<file path="src/hdl/kel_pkg.sv">
// Shared constants, payload types and sequencer states for the key event latch.
package kel_pkg;

  // Slot layout: keyboard keys first, mouse buttons after them.
  localparam int KEYBOARD_KEYS = 128;
  localparam int MOUSE_BUTTONS = 3;
  localparam int RING_DEPTH    = 128;
  localparam int SLOT_COUNT    = KEYBOARD_KEYS + MOUSE_BUTTONS;
  localparam int SLOT_W        = $clog2(SLOT_COUNT);
  localparam int RING_W        = $clog2(RING_DEPTH);

  // Flag bits of a slot word; bit 3 of the stored word is the held mark.
  localparam logic [2:0] FLAG_DOWN     = 3'b001;
  localparam logic [2:0] FLAG_PRESSED  = 3'b010;
  localparam logic [2:0] FLAG_RELEASED = 3'b100;
  localparam int         HELD_BIT      = 3;

  // Operation codes of an input item.
  typedef enum logic [2:0] {
    OP_KEY_DOWN     = 3'd0,
    OP_KEY_UP       = 3'd1,
    OP_BUTTON_DOWN  = 3'd2,
    OP_BUTTON_UP    = 3'd3,
    OP_FRAME_UPDATE = 3'd4,
    OP_QUERY_KEY    = 3'd5,
    OP_QUERY_BUTTON = 3'd6
  } op_e;

  // Input item.
  typedef struct packed {
    logic [2:0] op;
    logic [6:0] code;
  } req_t;

  // Result item.
  typedef struct packed {
    logic is_down;
    logic was_pressed;
    logic was_released;
  } rsp_t;

  // One ring entry: the slot and the flags of the recorded event.
  typedef struct packed {
    logic [SLOT_W-1:0] slot;
    logic [2:0]        flags;
  } ring_entry_t;

  // Access request to the slot store.
  typedef struct packed {
    logic              rd_en;
    logic [SLOT_W-1:0] rd_addr;
    logic              we;
    logic [SLOT_W-1:0] wr_addr;
    logic [3:0]        wr_data;
  } slot_req_t;

  // Sequencer states.
  typedef enum logic [3:0] {
    S_IDLE,
    S_PUSH_CHK,
    S_PUSH_DEC,
    S_OLD_WR,
    S_NEW_RD,
    S_NEW_WR,
    S_WALK_RD,
    S_WALK_DEC,
    S_WALK_WR,
    S_QRY_RD,
    S_QRY_OUT
  } state_e;

endpackage

</file>
<file path="src/hdl/key_event_latch_frame_flags.sv">
// Top level of the key event latch: sequencer, event ring and result register.
//
// Usage: requests arrive on req_valid/req_ready/req, one operation per
// transfer. Key and button events update the per-slot down, pressed and
// released flags and are recorded in a ring. A frame update walks the ring
// from entry 0 up to the write pointer and ages the flags. Queries return
// one result on rsp_valid/rsp_ready/rsp; no other operation gives a result.
//
// Sequence: a key or button event steps through a check, a decode, a slot
// read and a write, with a step that clears the old slot before the read when
// the ring entry it overwrites is still occupied; a held key pressed again
// ends after the decode. A frame update does a ring read, a slot read and a
// write for each walked entry through the single slot memory port. A query
// reads its slot and then loads the registered result behind rsp_valid.
// Out-of-range codes end at once (events) or give an all-zero result
// (queries). req_ready is high only between items.
// Reset clears all flags, held marks, ring entries and the pointer at once
// through valid bits; no clearing pass is needed. A stalled receiver holds
// the result register; the next item is still taken, and a following query
// waits in its last step until the pending result has been transferred.
module key_event_latch_frame_flags (
  input  logic            clk,
  input  logic            rst,
  input  logic            req_valid,
  output logic            req_ready,
  input  kel_pkg::req_t   req,
  output logic            rsp_valid,
  input  logic            rsp_ready,
  output kel_pkg::rsp_t   rsp
);

  localparam int SW = kel_pkg::SLOT_W;
  localparam int RW = kel_pkg::RING_W;

  kel_pkg::state_e state, state_next;

  // Sequencer registers.
  logic [RW-1:0] ring_pointer;
  logic [RW-1:0] walk_idx;
  logic [SW-1:0] cur_slot;
  logic [2:0]    cur_flags;
  logic          cur_key;
  logic          cur_hit;
  logic [SW-1:0] old_slot;
  logic [2:0]    old_flags;
  logic          old_valid;

  // Event ring.
  kel_pkg::ring_entry_t          ring_mem [kel_pkg::RING_DEPTH];
  logic [kel_pkg::RING_DEPTH-1:0] ring_valid;
  kel_pkg::ring_entry_t          ring_q;
  logic                          ring_vq;
  logic                          ring_rd_en;
  logic [RW-1:0]                 ring_rd_addr;
  logic                          ring_we;
  logic                          ring_clr;

  // Slot store port.
  kel_pkg::slot_req_t slot_req;
  logic [3:0]         slot_q;

  logic accept;
  logic rsp_load;
  logic walk_last;

  // Decode of the incoming item.
  logic          key_in_range;
  logic          btn_in_range;
  logic [SW-1:0] key_slot;
  logic [SW-1:0] btn_slot;
  logic          in_push;

  assign accept       = req_valid && req_ready;
  assign key_in_range = 32'(req.code) < kel_pkg::KEYBOARD_KEYS;
  assign btn_in_range = 32'(req.code) < kel_pkg::MOUSE_BUTTONS;
  assign key_slot     = SW'(req.code);
  assign btn_slot     = SW'(32'(kel_pkg::KEYBOARD_KEYS) + 32'(req.code));
  assign walk_last    = walk_idx == (ring_pointer - 1'b1);

  always_comb begin
    case (kel_pkg::op_e'(req.op))
      kel_pkg::OP_KEY_DOWN,
      kel_pkg::OP_KEY_UP:      in_push = key_in_range;
      kel_pkg::OP_BUTTON_DOWN,
      kel_pkg::OP_BUTTON_UP:   in_push = btn_in_range;
      default:                 in_push = 1'b0;
    endcase
  end

  // Next state.
  always_comb begin
    state_next = state;
    case (state)
      kel_pkg::S_IDLE: begin
        if (accept) begin
          case (kel_pkg::op_e'(req.op))
            kel_pkg::OP_KEY_DOWN,
            kel_pkg::OP_KEY_UP,
            kel_pkg::OP_BUTTON_DOWN,
            kel_pkg::OP_BUTTON_UP: begin
              state_next = in_push ? kel_pkg::S_PUSH_CHK : kel_pkg::S_IDLE;
            end
            kel_pkg::OP_FRAME_UPDATE: begin
              state_next = (ring_pointer == '0) ? kel_pkg::S_IDLE : kel_pkg::S_WALK_RD;
            end
            kel_pkg::OP_QUERY_KEY,
            kel_pkg::OP_QUERY_BUTTON: state_next = kel_pkg::S_QRY_RD;
            default:                  state_next = kel_pkg::S_IDLE;
          endcase
        end
      end
      kel_pkg::S_PUSH_CHK: state_next = kel_pkg::S_PUSH_DEC;
      kel_pkg::S_PUSH_DEC: begin
        if (cur_key && cur_flags[1] && slot_q[kel_pkg::HELD_BIT]) begin
          state_next = kel_pkg::S_IDLE;
        end else if (ring_vq) begin
          state_next = kel_pkg::S_OLD_WR;
        end else begin
          state_next = kel_pkg::S_NEW_RD;
        end
      end
      kel_pkg::S_OLD_WR:   state_next = kel_pkg::S_NEW_RD;
      kel_pkg::S_NEW_RD:   state_next = kel_pkg::S_NEW_WR;
      kel_pkg::S_NEW_WR:   state_next = kel_pkg::S_IDLE;
      kel_pkg::S_WALK_RD:  state_next = kel_pkg::S_WALK_DEC;
      kel_pkg::S_WALK_DEC: state_next = kel_pkg::S_WALK_WR;
      kel_pkg::S_WALK_WR:  state_next = walk_last ? kel_pkg::S_IDLE : kel_pkg::S_WALK_RD;
      kel_pkg::S_QRY_RD:   state_next = kel_pkg::S_QRY_OUT;
      kel_pkg::S_QRY_OUT: begin
        if (!rsp_valid || rsp_ready) begin
          state_next = kel_pkg::S_IDLE;
        end
      end
      default:             state_next = kel_pkg::S_IDLE;
    endcase
  end

  // Control outputs of the sequencer, including the flag update unit of the frame walk.
  always_comb begin
    logic [2:0] walk_f;
    walk_f             = slot_q[2:0];
    if ((old_flags & kel_pkg::FLAG_RELEASED) != 3'b000) begin
      walk_f = 3'b000;
    end
    if ((old_flags & kel_pkg::FLAG_PRESSED) != 3'b000) begin
      walk_f = (walk_f & ~kel_pkg::FLAG_PRESSED) | kel_pkg::FLAG_DOWN;
    end

    req_ready        = 1'b0;
    ring_rd_en       = 1'b0;
    ring_rd_addr     = ring_pointer;
    ring_we          = 1'b0;
    ring_clr         = 1'b0;
    rsp_load         = 1'b0;
    slot_req.rd_en   = 1'b0;
    slot_req.rd_addr = cur_slot;
    slot_req.we      = 1'b0;
    slot_req.wr_addr = cur_slot;
    slot_req.wr_data = {slot_q[kel_pkg::HELD_BIT], slot_q[2:0] | cur_flags};
    case (state)
      kel_pkg::S_IDLE: req_ready = 1'b1;
      kel_pkg::S_PUSH_CHK: begin
        slot_req.rd_en = 1'b1;
        ring_rd_en     = 1'b1;
      end
      kel_pkg::S_PUSH_DEC: begin
        slot_req.rd_en   = ring_vq;
        slot_req.rd_addr = ring_q.slot;
      end
      kel_pkg::S_OLD_WR: begin
        slot_req.we      = 1'b1;
        slot_req.wr_addr = old_slot;
        slot_req.wr_data = {slot_q[kel_pkg::HELD_BIT], 3'b000};
      end
      kel_pkg::S_NEW_RD: slot_req.rd_en = 1'b1;
      kel_pkg::S_NEW_WR: begin
        slot_req.we = 1'b1;
        if (cur_key) begin
          slot_req.wr_data[kel_pkg::HELD_BIT] = cur_flags[1];
        end
        ring_we = 1'b1;
      end
      kel_pkg::S_WALK_RD: begin
        ring_rd_en   = 1'b1;
        ring_rd_addr = walk_idx;
      end
      kel_pkg::S_WALK_DEC: begin
        slot_req.rd_en   = ring_vq;
        slot_req.rd_addr = ring_q.slot;
      end
      kel_pkg::S_WALK_WR: begin
        slot_req.we      = old_valid;
        slot_req.wr_addr = old_slot;
        slot_req.wr_data = {slot_q[kel_pkg::HELD_BIT], walk_f};
        ring_clr         = 1'b1;
      end
      kel_pkg::S_QRY_RD: slot_req.rd_en = 1'b1;
      kel_pkg::S_QRY_OUT: rsp_load = !rsp_valid || rsp_ready;
      default: ;
    endcase
  end

  // State, pointer and ring valid bits.
  always_ff @(posedge clk) begin
    if (rst) begin
      state        <= kel_pkg::S_IDLE;
      ring_pointer <= '0;
      walk_idx     <= '0;
      ring_valid   <= '0;
      ring_vq      <= 1'b0;
      rsp_valid    <= 1'b0;
    end else begin
      state <= state_next;
      if (ring_rd_en) begin
        ring_vq <= ring_valid[ring_rd_addr];
      end
      if (ring_we) begin
        ring_valid[ring_pointer] <= 1'b1;
        if (ring_pointer == RW'(kel_pkg::RING_DEPTH - 1)) begin
          ring_pointer <= '0;
        end else begin
          ring_pointer <= ring_pointer + 1'b1;
        end
      end
      if (accept) begin
        walk_idx <= '0;
      end
      if (ring_clr) begin
        ring_valid[walk_idx] <= 1'b0;
        if (walk_last) begin
          ring_pointer <= '0;
        end else begin
          walk_idx <= walk_idx + 1'b1;
        end
      end
      if (rsp_load) begin
        rsp_valid <= 1'b1;
      end else if (rsp_ready) begin
        rsp_valid <= 1'b0;
      end
    end
  end

  // Ring memory with a registered read port.
  always_ff @(posedge clk) begin
    if (ring_we) begin
      ring_mem[ring_pointer] <= '{slot: cur_slot, flags: cur_flags};
    end
    if (ring_rd_en) begin
      ring_q <= ring_mem[ring_rd_addr];
    end
  end

  // Item decode and entry latches.
  always_ff @(posedge clk) begin
    if (accept) begin
      cur_key   <= 1'b0;
      cur_hit   <= 1'b0;
      cur_slot  <= '0;
      cur_flags <= kel_pkg::FLAG_RELEASED;
      case (kel_pkg::op_e'(req.op))
        kel_pkg::OP_KEY_DOWN: begin
          cur_key   <= 1'b1;
          cur_slot  <= key_slot;
          cur_flags <= kel_pkg::FLAG_PRESSED | kel_pkg::FLAG_DOWN;
        end
        kel_pkg::OP_KEY_UP: begin
          cur_key  <= 1'b1;
          cur_slot <= key_slot;
        end
        kel_pkg::OP_BUTTON_DOWN: begin
          cur_slot  <= btn_slot;
          cur_flags <= kel_pkg::FLAG_PRESSED | kel_pkg::FLAG_DOWN;
        end
        kel_pkg::OP_BUTTON_UP: cur_slot <= btn_slot;
        kel_pkg::OP_QUERY_KEY: begin
          cur_hit  <= key_in_range;
          cur_slot <= key_in_range ? key_slot : '0;
        end
        kel_pkg::OP_QUERY_BUTTON: begin
          cur_hit  <= btn_in_range;
          cur_slot <= btn_in_range ? btn_slot : '0;
        end
        default: ;
      endcase
    end
    if (state == kel_pkg::S_PUSH_DEC || state == kel_pkg::S_WALK_DEC) begin
      old_slot  <= ring_q.slot;
      old_flags <= ring_q.flags;
      old_valid <= ring_vq;
    end
    if (rsp_load) begin
      rsp.is_down      <= cur_hit && slot_q[0];
      rsp.was_pressed  <= cur_hit && slot_q[1];
      rsp.was_released <= cur_hit && slot_q[2];
    end
  end

  kel_slot_store u_slot_store (
    .clk     (clk),
    .rst     (rst),
    .req     (slot_req),
    .rd_data (slot_q)
  );

endmodule

</file>
<file path="src/hdl/kel_slot_store.sv">
// Per-slot flag and held-mark memory with reset-cleared valid bits.
module kel_slot_store (
  input  logic                 clk,
  input  logic                 rst,
  input  kel_pkg::slot_req_t   req,
  output logic [3:0]           rd_data
);

  logic [3:0]                   mem [kel_pkg::SLOT_COUNT];
  logic [kel_pkg::SLOT_COUNT-1:0] valid;
  logic [3:0]                   mem_q;
  logic                         valid_q;

  // Valid bits: an entry never written reads as zero.
  always_ff @(posedge clk) begin
    if (rst) begin
      valid   <= '0;
      valid_q <= 1'b0;
    end else begin
      if (req.we) begin
        valid[req.wr_addr] <= 1'b1;
      end
      if (req.rd_en) begin
        valid_q <= valid[req.rd_addr];
      end
    end
  end

  // Memory array with a registered read port.
  always_ff @(posedge clk) begin
    if (req.we) begin
      mem[req.wr_addr] <= req.wr_data;
    end
    if (req.rd_en) begin
      mem_q <= mem[req.rd_addr];
    end
  end

  assign rd_data = valid_q ? mem_q : 4'b0000;

endmodule

</file>
<file path="config.mk">
export PLATFORM = sky130hd
export DESIGN_NAME = key_event_latch_frame_flags
export DESIGN_NICKNAME = d
export VERILOG_FILES = /design/src/hdl/kel_pkg.sv /design/src/hdl/key_event_latch_frame_flags.sv /design/src/hdl/kel_slot_store.sv
export SDC_FILE = /design/constraint.sdc
export NUM_CORES = 2
export LEC_CHECK = 0
export ABC_AREA = 0
export BUFFER_PORTS_ARGS = -buffer_cell sky130_fd_sc_hd__buf_2
export CAP_MARGIN = 40
export CORE_MARGIN = 3
export CORE_UTILIZATION = 55
export DETAILED_ROUTE_END_ITERATION = 8
export PLACE_DENSITY = 0.72
export RECOVER_POWER = 25
export SKIP_CTS_REPAIR_TIMING = 1
export SLEW_MARGIN = 0
export SYNTH_ARGS = -nofsm -noshare
export SYNTH_HDL_FRONTEND = slang
export SYNTH_HIERARCHICAL = 1
export SYNTH_SLANG_ARGS = --single-unit
</file>
<file path="constraint.sdc">
create_clock -name clk -period 10.8 [get_ports clk]
set_input_delay 2.16 -clock clk [delete_from_list [all_inputs] [get_ports clk]]
set_output_delay 2.16 -clock clk [all_outputs]
set_load 0.01 [all_outputs]
</file>
==> metrics list <==
- The run finished, with violations left.
- The final reports fail on capacitance limit, slew limit.
- Vias per inst: 6.56
- Largest stage delay, worst path: 2240 ps
- Type of origin of the critical path: register
- Series of cell instances along the critical path: clkbuf_1 -> mux2_8 -> buf_12 -> mux4_2 -> mux4_2 -> a22oi_1 -> a21boi_1 -> a221o_1
- The number of global-route vias before repair is 46900.
- Number of synthesized flops with an enable pin: 1844
- Via count of the routed design: 47900
- Commonest register cell after synthesis: edfxtp_1
* Hold Fails Final Rpt: 0
- The clock period could shrink to 6590 ps.
- The critical path contains buffers and inverters numbering 2 combined.
* Worst-path fanout max: 108
- Clk pin slew, worst setup/hold paths: 60 ps
* Worst IR drop on VDD: 0.193 mV
- Leakage component of the power: 29.6 nW
- Width of the die: 396 um
- The setup path with the least slack is of type reg2reg.
* Deepest clock path buffer count: 3
- Gpl congestion: 0.973
- For the final database, setup skew stands at 58.5 ps.
- Largest net degree at the start of global routing: 138
* Residual DRC count: 0
- The clock network accounts for 40.5% of the total power.
- The worst path uses 61.0% of the clock period.
- The first global-routing pass estimated 322000 um of wire.
- Relative to the synthesized area, the layout overhead comes to 11.8%.
- After global routing the overflow that remains totals 0.
- The largest individual stage delay along the critical path comes from the cell clkbuf_1.
- The worst register-to-register path begins at cur_slot[0]$_DFFE_PP_.
- Final core utilization: 62.2%
- Max-capacitance violation count: 19
- Cells on worst reg2reg path: 8
- The worst hold path passes through 2 cells.
- The count of nets left with antenna violations once routing finished came out at 0.
* Average cell area after synthesis: 17.0 um2
- Initial antenna violation count: 7
* Number of distinct library cells after synthesis: 70
* Die Outline Area: 0.157 mm2
* Slew Limit Headroom: -180%
- Final Setup Violations: 0
- The first detailed-routing pass ran for 7 iterations.
* Most common cell after layout, fill and taps aside: edfxtp_1
- For flop-to-flop paths, the worst setup slack is 4210 ps.
- Kind of end point of the critical path: register
- DIE HEIGHT: 396 um
* Cell area after synthesis: 0.0837 mm2
- When the netlist entered floorplanning its net count stood at 4947.
- Data arrival time at the worst-slack endpoint: 7170 ps
- Summing the sequential cell areas from Yosys gives 72.9% of the chip area.
- Fill cells in the final layout number 10400.
* Standard-cell rows: 142
- The worst hold path terminates at u_slot_store/valid[91]$_SDFFE_PP0P_.
- Sum of negative setup slack: 0 ps
- Sum of net half-perimeters after detailed placement: 134000 um
* Total Routing Usage GR: 28.0%
* Core footprint: 0.150 mm2
- Share of flip-flops with an asynchronous set or reset: 0%
- Hold crit path type: reg2reg
- Ratio of total power to cell area: 183 mW/mm2
* Initial cell density of the core: 55.6%
- Sequential share of power: 53.5%
* Worst-skew pair later-pin latency: 850 ps
- Most Frequent Cell on Critical Path: mux4_2
- Max Clock Freq: 0.152 GHz
- In the final layout, the share of cells above drive strength 1 is 21.0%.
- The clock tree synthesis step divided the H-tree into 4 levels.
- Total clock buffers created by CTS: 200
- The cell sitting at the root of the clock tree is a clkbuf_16.
- Crit path required time: 11380 ps
- The detailed router finished its first iteration with 7233 violations.
- End of the worst register-to-register path: u_slot_store/mem_q[0]$_DFFE_PP_
* TritonCTS clock tree: done
- For the pin with the worst max-slew slack, the measured transition is 4200 ps.
* Reported net switching power: 3.78 mW
- For this run, the post-layout net count is 5135.
- Internal power of the cells: 13.4 mW
- For this run, the number of Yosys warnings is 6.
- The cell count after synthesis came out at 4929.
- Synthesis-stage register bit count: 2124
- Combinational logic burns 6.0% of the power.
* I/O Buffers: 18
* Launching instance or port of the critical path: cur_slot[0]$_DFFE_PP_
- Delay-heaviest family, CP: buffers and inverters
* Drt wl/cell: 29.9 um
* Switch share: 22.1%
* Most frequent cells in the layout: edfxtp_1, nor2_1, nand2_1, mux4_2, dfxtp_1
- Launch point of the worst hold path: u_slot_store/valid[91]$_SDFFE_PP0P_
* Total detailed-routing wirelength: 218000 um
- Total number of clock tree sinks: 2124
- Setup repair after global routing left no endpoint under its margin.
- Max-slew violation count: 1183
- During I/O placement, the number of pins put on the boundary was 19.
==> flip-flops by register name, indices dropped and copies added (netlist names), 4 cells and up <==
name                count
ring_valid            128
u_slot_store/valid    131
cur_slot                8
ring_q                 10
old_slot                8
u_slot_store/mem_q      4
ring_mem             1280
ring_pointer            7
state                   4
walk_idx                7
u_slot_store/mem      524
==> routing by layer <==
layer  part of all wire (%)  GRT usage, %
met1                     37          39.8
met2                     45          41.3
met4                    3.6          9.16
met3                     14          9.28
met5                  0.012             0
==> power groups by stage <==
| stage | logic (mW) | clock network, mW | registers [mW] |
|---|---|---|---|
| 5_1_grt | 1.09 | 7.34 | 9.17 |
| 2_1_floorplan | 0.570 | 0 | 9.44 |
| 6_report | 1.03 | 6.94 | 9.17 |
| 3_3_place_gp | 0.995 | 0 | 9.32 |
| 3_5_place_dp | 1.03 | 0 | 9.32 |
| 4_1_cts | 1.03 | 7.01 | 9.15 |
==> synthesized netlist by cell type, types with 30 or more instances <==
library cell | count | area [um2]
nand3_1 | 229 | 1150
nor2_1 | 684 | 2570
a211oi_1 | 131 | 983
buf_4 | 45 | 338
a21oi_1 | 49 | 245
nand4_1 | 59 | 369
mux2i_1 | 30 | 300
dfxtp_1 | 280 | 5610
nand2_1 | 506 | 1900
mux4_2 | 494 | 11100
mux2_2 | 34 | 383
clkbuf_1 | 128 | 480
edfxtp_1 | 1844 | 55400
nor3_1 | 33 | 165
buf_2 | 69 | 345
==> worst max-delay path by stage <==
stage	to	cells past startpoint
5_1_grt	u_slot_store/mem_q[0]$_DFFE_PP_	8
2_1_floorplan	u_slot_store/mem[0][1]$_DFFE_PP_	2
3_3_place_gp	ring_q[1]$_DFFE_PP_	10
3_5_place_dp	ring_q[4]$_DFFE_PP_	10
6_report	u_slot_store/mem_q[0]$_DFFE_PP_	8
4_1_cts	ring_q[4]$_DFFE_PP_	10
==> worst min-delay path, cell delays in order (launching register included) <==
cell	delay, ps
dfxtp_1	320
nor2_1	50
nor2_1	70
==> cell type report <==
class                           instances  area, um2  share of cell area (%)
Sequential cell                      2124      61000                    65.1
Tap cell                             2016       2520                    2.69
Inverter                               20       75.1                  0.0802
Clock buffer                          270       5450                    5.82
Timing Repair Buffer                  259       2090                    2.23
Multi-Input combinational cell       2512      21400                    22.9
Antenna cell                            6       15.0                  0.0160
Clock inverter                         99       1050                    1.12
==> cells by family after synthesis <==
kind of cell               synth area share [%]
AOI/OAI and AO/OA                          2.83
xor gates and xnor gates                  0.157
adders and majority gates                0.0598
buffers and inverters                      1.76
DFF                                        72.9
muxes                                      14.2
and+or+nand+nor                            8.12
==> stage by stage <==
step                      setup WS (ps)  hold slack (ps)  instances  cell area [um2]  power [mW]
after floorplan                    2450              400       4929            83700        10.0
after global placement             5500              444       6854            86400        10.3
after detailed placement           5810              453       6930            87200        10.4
after CTS                          5750              467       7299            93700        17.2
after global routing               3790              485       7300            93600        17.6
final                              4210              469       7306            93600        17.1
Power figures use the tool's default switching activity.
